### src/rtl/l4hpf_pkg.sv
// ----------------------------------------------------------------------------
// l4hpf_pkg
// Shared types, codes and lookup functions of the layer four header filter.
// ----------------------------------------------------------------------------
package l4hpf_pkg;

  localparam int FILTER_ENTRIES_DEF = 4;

  // ip protocol numbers
  localparam logic [7:0] PROTO_ICMP = 8'd1;
  localparam logic [7:0] PROTO_IGMP = 8'd2;
  localparam logic [7:0] PROTO_TCP  = 8'd6;
  localparam logic [7:0] PROTO_UDP  = 8'd17;

  // verdict codes
  localparam logic [2:0] VERDICT_NONE    = 3'd0;
  localparam logic [2:0] VERDICT_FORWARD = 3'd1;
  localparam logic [2:0] VERDICT_DROP    = 3'd2;
  localparam logic [2:0] VERDICT_DECODED = 3'd3;
  localparam logic [2:0] VERDICT_UNKNOWN = 3'd4;

  // message kinds
  localparam logic [3:0] KIND_NONE       = 4'd0;
  localparam logic [3:0] KIND_IGMP_QUERY = 4'd1;
  localparam logic [3:0] KIND_IGMP_REP   = 4'd2;
  localparam logic [3:0] KIND_IGMP_NREP  = 4'd3;
  localparam logic [3:0] KIND_IGMP_LEAVE = 4'd4;
  localparam logic [3:0] KIND_IGMP_DVMRP = 4'd5;
  localparam logic [3:0] KIND_IGMP_PIM   = 4'd6;
  localparam logic [3:0] KIND_IGMP_MRESP = 4'd7;
  localparam logic [3:0] KIND_IGMP_MTRC  = 4'd8;
  localparam logic [3:0] KIND_ECHO_REPLY = 4'd9;
  localparam logic [3:0] KIND_ECHO_REQ   = 4'd10;
  localparam logic [3:0] KIND_TS_REQ     = 4'd11;
  localparam logic [3:0] KIND_TS_REPLY   = 4'd12;

  // igmp type bytes
  localparam logic [7:0] IGMP_QUERY = 8'h11;
  localparam logic [7:0] IGMP_REP   = 8'h12;
  localparam logic [7:0] IGMP_NREP  = 8'h16;
  localparam logic [7:0] IGMP_LEAVE = 8'h17;
  localparam logic [7:0] IGMP_DVMRP = 8'h13;
  localparam logic [7:0] IGMP_PIM   = 8'h14;
  localparam logic [7:0] IGMP_MRESP = 8'h1e;
  localparam logic [7:0] IGMP_MTRC  = 8'h1f;

  // icmp type bytes
  localparam logic [7:0] ICMP_ECHO_REPLY = 8'd0;
  localparam logic [7:0] ICMP_ECHO_REQ   = 8'd8;
  localparam logic [7:0] ICMP_TS_REQ     = 8'd13;
  localparam logic [7:0] ICMP_TS_REPLY   = 8'd14;

  localparam logic [7:0] OFFSET_MASK = 8'hf0;
  localparam logic [5:0] UDP_HDR_LEN = 6'd8;

  // register indexes
  localparam logic [2:0] REG_ENABLES   = 3'd0;
  localparam logic [2:0] REG_TCP_COUNT = 3'd1;
  localparam logic [2:0] REG_UDP_COUNT = 3'd2;
  localparam logic [2:0] REG_TCP_FIRST = 3'd3;
  localparam logic [2:0] REG_TCP_SEC   = 3'd4;
  localparam logic [2:0] REG_UDP_FIRST = 3'd5;
  localparam logic [2:0] REG_UDP_SEC   = 3'd6;

  localparam int ADDR_W = 6;
  localparam int DATA_W = 64;

  typedef struct packed {
    logic [3:0]   enables;
    logic [2:0]   tcp_count;
    logic [2:0]   udp_count;
    logic [127:0] tcp_tab;   // entry k in bits 32k+31..32k
    logic [127:0] udp_tab;
  } cfg_t;

  typedef struct packed {
    logic [15:0] segment_length;
    logic [7:0]  offset_byte;
    logic [31:0] header_word;
    logic [7:0]  protocol;
  } in_t;

  typedef struct packed {
    logic [3:0]  message_kind;
    logic [15:0] payload_length;
    logic [5:0]  payload_offset;
    logic [15:0] dest_port;
    logic [15:0] source_port;
    logic [2:0]  verdict;
  } res_t;

  function automatic logic [3:0] igmp_kind(input logic [7:0] t);
    logic [3:0] k;
    unique case (t)
      IGMP_QUERY: k = KIND_IGMP_QUERY;
      IGMP_REP:   k = KIND_IGMP_REP;
      IGMP_NREP:  k = KIND_IGMP_NREP;
      IGMP_LEAVE: k = KIND_IGMP_LEAVE;
      IGMP_DVMRP: k = KIND_IGMP_DVMRP;
      IGMP_PIM:   k = KIND_IGMP_PIM;
      IGMP_MRESP: k = KIND_IGMP_MRESP;
      IGMP_MTRC:  k = KIND_IGMP_MTRC;
      default:    k = KIND_NONE;
    endcase
    return k;
  endfunction

  function automatic logic [3:0] icmp_kind(input logic [7:0] t);
    logic [3:0] k;
    unique case (t)
      ICMP_ECHO_REPLY: k = KIND_ECHO_REPLY;
      ICMP_ECHO_REQ:   k = KIND_ECHO_REQ;
      ICMP_TS_REQ:     k = KIND_TS_REQ;
      ICMP_TS_REPLY:   k = KIND_TS_REPLY;
      default:         k = KIND_NONE;
    endcase
    return k;
  endfunction

endpackage

### src/rtl/l4hpf_regs.sv
// ----------------------------------------------------------------------------
// l4hpf_regs
// Configuration register file behind the apb port, 64-bit registers at 8*i.
// ----------------------------------------------------------------------------
module l4hpf_regs (
  input  logic                        clk,
  input  logic                        rst,
  input  logic                        psel,
  input  logic                        penable,
  input  logic                        pwrite,
  input  logic [l4hpf_pkg::ADDR_W-1:0] paddr,
  input  logic [l4hpf_pkg::DATA_W-1:0] pwdata,
  output logic [l4hpf_pkg::DATA_W-1:0] prdata,
  output l4hpf_pkg::cfg_t             cfg
);
  import l4hpf_pkg::*;

  logic [2:0] idx;
  logic       wr;

  assign idx = paddr[5:3];
  assign wr  = psel & penable & pwrite;

  always_ff @(posedge clk) begin
    if (rst) begin
      cfg.enables   <= 4'hf;
      cfg.tcp_count <= 3'd0;
      cfg.udp_count <= 3'd0;
      cfg.tcp_tab   <= '0;
      cfg.udp_tab   <= '0;
    end else if (wr) begin
      unique case (idx)
        REG_ENABLES:   cfg.enables          <= pwdata[3:0];
        REG_TCP_COUNT: cfg.tcp_count        <= pwdata[2:0];
        REG_UDP_COUNT: cfg.udp_count        <= pwdata[2:0];
        REG_TCP_FIRST: cfg.tcp_tab[63:0]    <= pwdata;
        REG_TCP_SEC:   cfg.tcp_tab[127:64]  <= pwdata;
        REG_UDP_FIRST: cfg.udp_tab[63:0]    <= pwdata;
        REG_UDP_SEC:   cfg.udp_tab[127:64]  <= pwdata;
        default: ;
      endcase
    end
  end

  always_comb begin
    unique case (idx)
      REG_ENABLES:   prdata = {60'd0, cfg.enables};
      REG_TCP_COUNT: prdata = {61'd0, cfg.tcp_count};
      REG_UDP_COUNT: prdata = {61'd0, cfg.udp_count};
      REG_TCP_FIRST: prdata = cfg.tcp_tab[63:0];
      REG_TCP_SEC:   prdata = cfg.tcp_tab[127:64];
      REG_UDP_FIRST: prdata = cfg.udp_tab[63:0];
      REG_UDP_SEC:   prdata = cfg.udp_tab[127:64];
      default:       prdata = '0;
    endcase
  end

endmodule

### src/rtl/l4hpf_class.sv
// ----------------------------------------------------------------------------
// l4hpf_class
// Classifier logic: port filter match, payload offset and length, type decode.
// ----------------------------------------------------------------------------
module l4hpf_class #(
  parameter int FILTER_ENTRIES = l4hpf_pkg::FILTER_ENTRIES_DEF
) (
  input  l4hpf_pkg::in_t  item,
  input  l4hpf_pkg::cfg_t cfg,
  output l4hpf_pkg::res_t res
);
  import l4hpf_pkg::*;

  localparam logic [2:0] ENTRIES = 3'(FILTER_ENTRIES);

  logic                      is_tcp;
  logic                      is_udp;
  logic [15:0]               sp;
  logic [15:0]               dp;
  logic [7:0]                type_byte;
  logic [2:0]                count;
  logic [2:0]                n;
  logic [127:0]              tab;
  logic [FILTER_ENTRIES-1:0] hit;
  logic                      pass;
  logic [7:0]                tcp_hdr;
  logic [5:0]                poff;
  logic [15:0]               poff_w;
  logic [3:0]                igmp_k;
  logic [3:0]                icmp_k;

  assign is_tcp    = (item.protocol == PROTO_TCP);
  assign is_udp    = (item.protocol == PROTO_UDP);
  assign sp        = item.header_word[31:16];
  assign dp        = item.header_word[15:0];
  assign type_byte = item.header_word[31:24];
  assign count     = is_tcp ? cfg.tcp_count : cfg.udp_count;
  assign tab       = is_tcp ? cfg.tcp_tab : cfg.udp_tab;
  assign n         = (count > ENTRIES) ? ENTRIES : count;

  // zero port in an entry is a wildcard
  always_comb begin
    for (int k = 0; k < FILTER_ENTRIES; k++) begin
      hit[k] = (3'(k) < n)
             && ((tab[32*k+16 +: 16] == 16'd0) || (tab[32*k+16 +: 16] == sp))
             && ((tab[32*k +: 16] == 16'd0) || (tab[32*k +: 16] == dp));
    end
  end

  // data offset nibble in words, times four gives bytes
  assign tcp_hdr = (item.offset_byte & OFFSET_MASK) >> 2;

  assign pass   = (n == 3'd0) || (|hit);
  assign poff   = is_tcp ? tcp_hdr[5:0] : UDP_HDR_LEN;
  assign poff_w = {10'd0, poff};
  assign igmp_k = igmp_kind(type_byte);
  assign icmp_k = icmp_kind(type_byte);

  always_comb begin
    res = '0;
    if (is_tcp || is_udp) begin
      if ((is_tcp && cfg.enables[0]) || (is_udp && cfg.enables[1])) begin
        res.source_port = sp;
        res.dest_port   = dp;
        if (pass) begin
          res.verdict        = VERDICT_FORWARD;
          res.payload_offset = poff;
          res.payload_length = (item.segment_length > poff_w)
                             ? item.segment_length - poff_w : 16'd0;
        end else begin
          res.verdict = VERDICT_DROP;
        end
      end
    end else if (item.protocol == PROTO_IGMP) begin
      if (cfg.enables[2]) begin
        res.message_kind = igmp_k;
        res.verdict      = (igmp_k != KIND_NONE) ? VERDICT_DECODED : VERDICT_UNKNOWN;
      end
    end else if (item.protocol == PROTO_ICMP) begin
      if (cfg.enables[3]) begin
        res.message_kind = icmp_k;
        res.verdict      = (icmp_k != KIND_NONE) ? VERDICT_DECODED : VERDICT_NONE;
      end
    end else begin
      res.verdict = VERDICT_UNKNOWN;
    end
  end

endmodule

### src/rtl/l4_header_port_filter.sv
// ----------------------------------------------------------------------------
// l4_header_port_filter
// Layer four header classifier with per-protocol port filter tables.
// ----------------------------------------------------------------------------
//   channel   dir   width  contents
//   s_axis    in    64     protocol, header_word, offset_byte, segment_length
//   m_axis    out   64     verdict, ports, payload offset/length, message kind
//   apb       in    64     seven 64-bit registers at byte address 8*i
//
// one word per cycle sustained while m_tready stays high; a result word is
// presented once its input word has passed the input register, the classifier
// and the result register.
// rst clears both valid flags and loads the register reset values.
// a stall on m_tready holds the result register and backs up into the input
// register; s_tready drops only when both stages hold a word.
// ----------------------------------------------------------------------------
module l4_header_port_filter #(
  parameter int FILTER_ENTRIES = l4hpf_pkg::FILTER_ENTRIES_DEF
) (
  input  logic                        clk,
  input  logic                        rst,
  input  logic                        s_tvalid,
  output logic                        s_tready,
  // protocol[7:0], header_word[39:8], offset_byte[47:40], segment_length[63:48]
  input  logic [63:0]                 s_tdata,
  output logic                        m_tvalid,
  input  logic                        m_tready,
  // verdict[2:0], source_port[18:3], dest_port[34:19], payload_offset[40:35],
  // payload_length[56:41], message_kind[60:57], zero[63:61]
  output logic [63:0]                 m_tdata,
  input  logic                        psel,
  input  logic                        penable,
  input  logic                        pwrite,
  input  logic [l4hpf_pkg::ADDR_W-1:0] paddr,
  input  logic [l4hpf_pkg::DATA_W-1:0] pwdata,
  output logic [l4hpf_pkg::DATA_W-1:0] prdata,
  output logic                        pready
);
  import l4hpf_pkg::*;

  cfg_t cfg;
  in_t  in_q;
  res_t res_d;
  res_t res_q;
  logic in_valid;
  logic out_valid;
  logic adv;

  assign pready = 1'b1;

  l4hpf_regs u_regs (
    .clk     (clk),
    .rst     (rst),
    .psel    (psel),
    .penable (penable),
    .pwrite  (pwrite),
    .paddr   (paddr),
    .pwdata  (pwdata),
    .prdata  (prdata),
    .cfg     (cfg)
  );

  l4hpf_class #(
    .FILTER_ENTRIES (FILTER_ENTRIES)
  ) u_class (
    .item (in_q),
    .cfg  (cfg),
    .res  (res_d)
  );

  // input stage moves forward when the result register is free or draining
  assign adv      = in_valid && (!out_valid || m_tready);
  assign s_tready = !in_valid || adv;

  always_ff @(posedge clk) begin
    if (rst) begin
      in_valid  <= 1'b0;
      out_valid <= 1'b0;
    end else begin
      if (s_tready) begin
        in_valid <= s_tvalid;
      end
      if (adv) begin
        out_valid <= 1'b1;
      end else if (m_tready) begin
        out_valid <= 1'b0;
      end
    end
  end

  always_ff @(posedge clk) begin
    if (s_tready && s_tvalid) begin
      in_q <= in_t'(s_tdata);
    end
    if (adv) begin
      res_q <= res_d;
    end
  end

  assign m_tvalid = out_valid;
  assign m_tdata  = {3'd0, res_q};

endmodule

### config.mk
export PLATFORM = sky130hd
export DESIGN_NAME = l4_header_port_filter
export DESIGN_NICKNAME = d
export VERILOG_FILES = /design/src/rtl/l4hpf_pkg.sv /design/src/rtl/l4hpf_regs.sv /design/src/rtl/l4hpf_class.sv /design/src/rtl/l4_header_port_filter.sv
export SDC_FILE = /design/constraint.sdc
export NUM_CORES = 1
export LEC_CHECK = 0
export ABC_AREA = 0
export BUFFER_PORTS_ARGS = -buffer_cell sky130_fd_sc_hd__buf_4
export CORE_MARGIN = 2
export CORE_UTILIZATION = 35
export CTS_BUF_LIST = sky130_fd_sc_hd__clkbuf_16
export DETAILED_ROUTE_END_ITERATION = 16
export GPL_TIMING_DRIVEN = 0
export HOLD_SLACK_MARGIN = 0.03
export PLACE_DENSITY = 0.55
export SLEW_MARGIN = 20
export SYNTH_ARGS = -nofsm -noshare
export SYNTH_HDL_FRONTEND = slang
export SYNTH_SLANG_ARGS = --single-unit
### constraint.sdc
create_clock -name clk -period 5 [get_ports clk]
set_input_delay 1 -clock clk [delete_from_list [all_inputs] [get_ports clk]]
set_output_delay 1 -clock clk [all_outputs]
set_load 0.005 [all_outputs]
# Word level (Yosys, flattened, before mapping)
# Memory sizes are Yosys's and may differ from the RTL's. A register that Yosys moved wholly into a read port is not among the register bits.
# Cells that the tools add are included.
# Widths: inputs -> output; s select.
dict set report classes {
  n_addsub 1
  order_cmp 6
  n_eq_ne 21
  n_mux 23
  bitwise_logic 2
  n_reduce_logical 53
}
# cell count
set op_table {}
lappend op_table {{$pmux 64 s7} 1}
lappend op_table {{$eq 16x16->1} 8}
lappend op_table {{$logic_not 16->1} 8}
lappend op_table {{$mux 128} 1}
lappend op_table {{$mux 3} 9}
lappend op_table {{$eq 8x4->1 const B} 3}
lappend op_table {{$mux 4} 5}
lappend op_table {{$gt 16x6->1} 1}
lappend op_table {{$pmux 4 s4} 1}
lappend op_table {{$reduce_and 2->1} 8}
lappend op_table {{$sub 16x6->16} 1}
lappend op_table {{$logic_or 1x1->1} 13}
lappend op_table {{$logic_and 1x1->1} 12}
lappend op_table {{$eq 3x3->1 const B} 3}
lappend op_table {{$logic_not 3->1} 3}
lappend op_table {{$eq 8x1->1 const B} 1}
lappend op_table {{$eq 8x2->1 const B} 1}
lappend op_table {{$eq 8x3->1 const B} 1}
lappend op_table {{$eq 8x5->1 const B} 1}
lappend op_table {{$logic_not 8->1} 1}
lappend op_table {{$reduce_bool 4->1} 2}
lappend op_table {{$eq 3x2->1 const B} 2}
lappend op_table {{$lt 1x3->1 const A} 2}
lappend op_table {{$lt 2x3->1 const A} 2}
lappend op_table {{12 further kinds} 16}
dict set report totals {
  ff_bits 393
  romBits 128
  inputBits 141
  output_inout_bits 131
  word_cells 126
  mem_count 1
}
# name words word_bits read_ports rd_ports_with_merged_regs write_ports line_no
set memory_table {}
lappend memory_table {{(no name shown)} 32 4 1 1 0 l4hpf_pkg.sv:94} ;# unique case (t)

# Logic depth before layout (Yosys ltp)
# Gate-level depths: netlist of the first run.
dict set report depth {
  word_depth 12
  ltp_mapped 15
}

# Hierarchy
# From an unflattened synthesis of the first run, not the netlist that was laid out.
dict set report unflattened {
  hier_cells 2296
  hier_area_um2 21660.8
}
# mod instances cells_each area_per_inst_um2 seq_area_each_um2
set modules_own_cells {}
lappend modules_own_cells {l4hpf_regs 1 1422 12595.8 5325.1}
lappend modules_own_cells {l4hpf_class 1 733 5170.0 0.0}
lappend modules_own_cells {l4_header_port_filter 1 141 3895.0 3793.6}

# Worst setup path after synthesis of the first run
# Ideal clock, no wire load.
dict set report synth_path {
  path_kind {input port to flip-flop}
  from {in m_tready}
  to {reg res_q (netlist bit m_tdata[0]) (enable)}
  setup_ns 0.483
  arrival_ns 3.706
  required_ns 4.517
  setup_slack_ns 0.811
  path_stages 2
  path_buffers 0
  path_cell_list {nor2b_1 > nor2b_1}
}
dict set report synth_between {
  elab_chain_cells 2
}
# item line_no
set synth_lines {}
lappend synth_lines {{from (decl)} l4_header_port_filter.sv:27} ;# input logic m_tready,
lappend synth_lines {{$logic_or 1x1->1} l4_header_port_filter.sv:72} ;# assign adv = in_valid && (!out_valid || m_tready);
lappend synth_lines {{$logic_and 1x1->1} l4_header_port_filter.sv:72}
lappend synth_lines {{net adv} l4_header_port_filter.sv:47} ;# logic adv;
lappend synth_lines {{to (signal assigned)} l4_header_port_filter.sv:96} ;# res_q <= res_d;
lappend synth_lines {{to (decl)} l4_header_port_filter.sv:44} ;# res_t res_q;
# The timed path passes the listed nets, and every way through them passes these cells.
# A chain may end at the register's enable or synchronous reset.

# Final worst setup path of the first run
dict set report layout_path {
  from {reg in_q[5] (netlist name)}
  to {reg res_q (netlist bit m_tdata[52]), data pin}
}
dict set report layout_between {
  elab_chain_cells 10
  word_cells_on_any_way 53
  cone_classes {1 x add/sub; 6 x order compare; 10 x eq/ne; 4 x mux; 32 x reduce/logical}
}
# item line_no
set layout_lines {}
lappend layout_lines {{from (decl)} l4_header_port_filter.sv:42} ;# in_t in_q;
lappend layout_lines {{from (signal assigned)} l4_header_port_filter.sv:93} ;# in_q <= in_t'(s_tdata);
lappend layout_lines {{$eq 8x3->1} l4hpf_class.sv:32} ;# assign is_tcp = (item.protocol == PROTO_TCP);
lappend layout_lines {{$mux 3} l4hpf_class.sv:37} ;# assign count = is_tcp ? cfg.tcp_count : cfg.udp_count;
lappend layout_lines {{$gt 3x3->1} l4hpf_class.sv:39} ;# assign n = (count > ENTRIES) ? ENTRIES : count;
lappend layout_lines {{$mux 3} l4hpf_class.sv:39}
lappend layout_lines {{$lt 1x3->1 or $lt 2x3->1 (tied branches)} l4hpf_class.sv:44} ;# hit[k] = (3'(k) < n)
lappend layout_lines {{$logic_and 1x1->1} l4hpf_class.sv:45} ;# && ((tab[32*k+16 +: 16] == 16'd0) || (tab[32*k+16 +: 16] == sp))
lappend layout_lines {{$logic_and 1x1->1} l4hpf_class.sv:46} ;# && ((tab[32*k +: 16] == 16'd0) || (tab[32*k +: 16] == dp));
lappend layout_lines {{$reduce_or 4->1} l4hpf_class.sv:53} ;# assign pass = (n == 3'd0) || (|hit);
lappend layout_lines {{$logic_or 1x1->1} l4hpf_class.sv:53}
lappend layout_lines {{$reduce_and 4->1 (no line)} -}
# Parallel ways exist; a longest one is shown, timed or not.

==> results of run 1 <==
[power breakdown]
| part | switching [µW] | internal (µW) | leakage, µW |
|---|---|---|---|
| clock network | 1390 | 1740 | 0.000700 |
| logic | 433 | 227 | 0.00506 |
| registers | 48.9 | 3330 | 0.00336 |
[Yosys cell counts, types with 6 or more instances]
cell      count
ha_1          6
nand4_1      34
dfxtp_1     272
nor2_1       67
buf_1         8
a21oi_1     268
a221oi_1      7
o22ai_1       7
xor2_1      191
mux2_2        6
clkbuf_1    144
buf_4         9
nand3_1      21
a21o_1        7
a31oi_1       8
o21ai_0      17
nor4_1      106
edfxtp_1    119
nor3_1       25
and2_1       24
a22oi_1     124
nand2_1     618
nor2b_1       8
xnor2_1      43
inv_1        34
mux2i_1      22
[registers in the layout, summed over array words and instances (netlist names), named ones only]
name        count
in_q           60
in_valid        1
m_tdata        59
m_tvalid        1
u_regs.cfg    266
[metrics by stage]
stage / hold slack, ns / cells / utilization, % / TNS [ns]
5_1_grt: 0.526 / 3331 / 43.1 / 0
2_1_floorplan: 0.451 / 2282 / - / 0
3_5_place_dp: 0.495 / 3247 / 40.6 / 0
3_3_place_gp: 0.485 / 3242 / 40.4 / -28.44
6_report: 0.500 / 3331 / 43.1 / 0
4_1_cts: 0.503 / 3331 / 43.1 / 0
[cells by family (layout without fill, tap and decap cells)]
group,after synthesis,in the layout
compound gates,480,480
xor+xnor,234,234
fa+ha+maj,7,7
buf+inv,203,548
flops,391,391
mux,28,28
other cells,2,6
simple gates,933,933
[layout make-up]
class / instances / area (µm²)
fill: 5498 / 31200
multi-input combinational: 1688 / 9550
sequential: 391 / 9020
timing repair buffer: 261 / 2010
clock buffer: 47 / 1180
tap: 704 / 881
buffer: 169 / 708
clock inverter: 37 / 190
inverter: 34 / 130
[critical path, stage by stage (launching register included)]
cell and delay (ns):
edfxtp_1 0.41, nor4_1 0.60, nand2_1 0.41, buf_2 0.39, buf_1 0.46, nor2_1 0.42, ha_1 0.31, a21o_1 0.16
a21o_1 0.21, a2111o_1 0.49, nor4_1 0.26, xor2_1 0.18, nand2_1 0.08, nor3_2 0.11
[how the worst max path moves through the flow]
stage	to	slack [ns]	start
after global routing	m_tdata[52]	0.19	in_q[5]
final	m_tdata[52]	0.36	in_q[5]
after CTS	m_tdata[52]	0.43	in_q[5]
after global placement	m_tdata[7]	-0.49	m_tready
after detailed placement	m_tdata[52]	0.45	in_q[5]
after floorplan	m_tdata[0]	0.81	m_tready
[metal layers]
| layer | GRT usage (%) | wire length [µm] | part of all wire, % |
|---|---|---|---|
| met3 | 5.88 | 8210 | 9.7 |
| met5 | 0 | 0 | 0 |
| met1 | 38.3 | 35100 | 41 |
| met2 | 45.4 | 37700 | 44 |
| met4 | 12.7 | 3890 | 4.6 |
==> results.ini, run 1 <==
[clock_network]
clkLatencyLatePin_ns=0.59
cts.clk_slew.worst_paths_ns=0.06
cts_resized=0
postCtsHoldBufs=0
cts_tree=yes
post-cts-setup-buffer-count=0
numCtsBuffers=45
cts_buffer_depth=3
clock_sinks=391
root_buffer=clkbuf_16
h-tree-depth=2

[floorplanning]
die_x_um=239
core_area_um2=54900
start_util_pct=35.3
dieArea_um2=57200
boundaryPins=272
rows=86
die_h_um=239

[setup_path]
cp.arrival_ns=5.07
crit_type=reg -> reg
regToRegSetupSlack_ns=0.36
worstPathRequired_ns=5.43
timing.rr.start=in_q[5]
rr_endpoint=m_tdata[52]
critical_path_peak_fanout=10
start_kind=register
r2r_cells=13
worstSetupEndpointType=register

[drt]
antenna_left=0
wl_mm=84.9
vias_per_cell=5.69
drc=0
wl_per_cell_um=25.5
drt_iter0_markers=2198
dr.pass1.iters=6
num_vias=18949

[placed_design]
gp_congestion=1.01
dp.final_hpwl_mm=64.3
port_buffers=256
placed_cell_area_um2=22300
dp_slack_ns=0.451

[status]
status=completed

[final_layout]
fin_nets=2738
num_antenna_cells=0
final_common_cell=nand2_1
layout_common_cells=618 x nand2_1, 272 x dfxtp_1, 268 x a21oi_1
drive_gt1_share_pct=13.6
fin_area_um2=23700
area_growth_pct=22.2

[power]
peakVddDrop_v=0.000227
total_leakage_power_uw=0.00912
power_uw=7170
pwr_density_cell_nw_per_um2=303

[synth]
synth-async-reset-ratio_pct=0
synthMuxAreaShare_pct=1.49
ys_ff_latch=391
synth_top_cell_area_share_pct=28.1
synth_warnings=0
synth_largest_area_cell=dfxtp_1
syn_area_per_cell_um2=8.50
synth_edf_count=119
synth-simple-area-share_pct=21.4
yosys-top-cells-area=dfxtp_1 28%, edfxtp_1 18%, nand2_1 12%, xor2_1 8.6%, a21oi_1 6.9%
syn_inst=2278
ys_types=65
ys_seq_area_share_pct=46.6
synthXorXnorAreaFrac_pct=10.6
synth_top_family_by_area=simple AND/OR/NAND/NOR gates
netlist_area_um2=19400
ys.flop_type=dfxtp_1
synth_compound_area_share_pct=15.2
synthAdderAreaFrac_pct=0.491

[global_routing]
grt_usage_pct=28.8
first_global_vias=18273
grt-ovfl-total=0
grt_max_degree=36
antenna_found_initial=0
grt_pass1_wl_mm=120

[timing]
min_period_ns=4.64
clock.fmax_mhz=215
skew_ns=0.0161
tightest_slew_ns=1.14
post-route-period-util_pct=92.8
slew_viol_final=0
rsz0062_at_grt=false
finalHoldViolCount=0
finalSetupViolCount=0
timing.slew.headroom_pct=23.9
setup_ws_ns=0.359

[run]
maxCapViolations=0

[min_path]
hp-class=reg -> reg
hp-start=u_regs.cfg[151]
hold_end=u_regs.cfg[151]
hold_path_depth=2

Note: power is estimated with default switching activity, not from simulation.
==> run 2: changes to the inputs <==
Settings changed: PLACE_DENSITY 0.55 to 0.59, REMOVE_ABC_BUFFERS set to 1.
==> run 2 against run 1 <==
Against the previous run: power increased by 4.7%; register-to-register slack improved by 0.66 ns; sequential power increased by 2%; critical path type unchanged; combinational power decreased by 19%; non-clock buffer count decreased by 127; highest routed layer is now met5.
==> results.ini, run 2 (same netlist as run 1, synthesis figures left out) <==
[status]
status=completed

[setup_path]
crit_slowest_cell=nor4_1
worstSetupEndpointType=register
worstPathRequired_ns=5.44
rr_endpoint=m_tdata[52]
path_delay_family=simple AND/OR/NAND/NOR gates
cp_cell_sequence=nor4_1 > nand2_2 > buf_16 > nor2_1 > ha_1 > a21o_1 > a21o_1 > a2111o_1 > nor4_1 > xor2_1 > nand2_1 > nor3_2
cp.arrival_ns=4.41
cp_slowest_stage_delay_ns=0.67
critical_path_peak_fanout=20
crit_type=reg -> reg
start_kind=register
critical_path_depth=12
r2r_cells=12
regToRegSetupSlack_ns=1.02
timing.rr.start=in_q[5]
crit_buf_inv=1

[final_layout]
area_growth_pct=23.1
fin_area_um2=23900
largest-register=u_regs.cfg
final_common_cell=nand2_1
largest_register_ffs=266
fin_nets=2611
fin_util_pct=43.5
layout_common_cells=613 x nand2_1, 274 x buf_4, 272 x dfxtp_1
drive_gt1_share_pct=16.0

[global_routing]
grt_usage_pct=24.8
first_global_vias=17538
grt_use_met1_pct=32.2
use_met3_pct=4.23
met2_usage_pct=40.8
antenna_found_initial=4
grt.busiest_layer=met2
grt_pass1_wl_mm=108
grt_max_degree=130
grt-ovfl-total=0

[floorplanning]
die_h_um=239
dieArea_um2=57200
core_area_um2=54900
boundaryPins=272
die_x_um=239
start_util_pct=35.3
rows=86

[drt]
drt_iter0_markers=1840
num_vias=17987
wl_per_cell_um=22.8
dr.pass1.iters=6
vias_per_cell=5.61
drc=0
wl_mm=73.0
antenna_left=0

[timing]
rsz0062_at_grt=false
clock.fmax_mhz=251
setup_ws_ns=1.02
finalHoldViolCount=0
tightest_slew_ns=0.880
skew_ns=0.0222
min_period_ns=3.98
slew_viol_final=0
timing.slew.headroom_pct=41.3
whs_ns=0.503
post-route-period-util_pct=79.5
finalSetupViolCount=0

[clock_network]
post-cts-setup-buffer-count=0
numCtsBuffers=45
root_buffer=clkbuf_16
cts_resized=0
clock_sinks=391
cts.clk_slew.worst_paths_ns=0.06
cts_tree=yes
postCtsHoldBufs=0
cts_buffer_depth=3
h-tree-depth=2
clkLatencyLatePin_ns=0.60

[power]
total_leakage_power_uw=0.00936
peakVddDrop_v=0.000230
pwr_density_cell_nw_per_um2=315
pwr-share-comb_pct=7.1
p_switching_uw=1810
switching_share_pct=24.1
power_uw=7510
seq_power_share_pct=46.0
pwr-share-clk_pct=46.9
p_int_uw=5700

[run]
maxCapViolations=0

[placed_design]
gp_congestion=0.934
dp_slack_ns=1.04
dp.final_hpwl_mm=52.3
placed_cell_area_um2=22300
port_buffers=258

[min_path]
hp-start=u_regs.cfg[198]
hp-class=reg -> reg
hold_path_depth=2
hold_end=u_regs.cfg[198]

-- run 2: changes by cell type in the layout (fill, tap and decap cells not counted), moves of 7 or more --
| cell | before | now |
|---|---|---|
| clkbuf_1 | 143 | 0 |
| inv_1 | 42 | 50 |
| buf_1 | 8 | 0 |
| clkinv_1 | 17 | 3 |
| buf_4 | 265 | 274 |
| buf_16 | 1 | 10 |
| bufinv_16 | 1 | 8 |
-- run 2: worst max-delay path by stage --
| stage | to | startpoint | slack (ns) |
|---|---|---|---|
| after global placement | u_regs.cfg[227] | paddr[5] | -11.09 |
| after CTS | m_tdata[52] | in_q[3] | 1.02 |
| after detailed placement | m_tdata[52] | in_q[5] | 1.04 |
| after global routing | m_tdata[52] | in_q[5] | 0.76 |
| final | m_tdata[52] | in_q[5] | 1.02 |
| after floorplan | u_regs.cfg[192] | paddr[4] | -2.17 |
-- run 2: per-layer routing --
metal,wire length [µm],up-vias
li1,-,8310
met1,30400,8728
met2,34500,793
met3,5540,154
met4,2570,2
met5,8,-
-- run 2: cell type report --
class / instances / area [µm²]
Antenna cell: 2 / 5.00
Timing Repair Buffer: 303 / 2620
Clock buffer: 48 / 1200
Tap cell: 704 / 881
Multi-Input combinational cell: 1688 / 9630
Inverter: 34 / 130
Clock inverter: 36 / 364
Sequential cell: 391 / 9020
Fill cell: 5415 / 31000
-- run 2: stage by stage --
step / setup TNS (ns) / std cells
2_1_floorplan: -203.83 / 2113
3_3_place_gp: -2039.08 / 3075
3_5_place_dp: 0 / 3120
4_1_cts: 0 / 3204
5_1_grt: 0 / 3206
6_report: 0 / 3206
-- run 2: worst register-to-register path: stages, from the launching register on --
cell	delay (ns)
edfxtp_1	0.42
nor4_1	0.67
nand2_2	0.46
buf_16	0.31
nor2_1	0.22
ha_1	0.30
a21o_1	0.16
a21o_1	0.21
a2111o_1	0.47
nor4_1	0.24
xor2_1	0.18
nand2_1	0.08
nor3_2	0.12
-- run 2: power groups by stage --
stage	clock (µW)	combinational (µW)	sequential (µW)
floorplan	0	219	3470
global placement	0	481	3520
detailed placement	0	525	3520
CTS	3560	528	3450
global route	3680	573	3460
finish	3520	533	3450
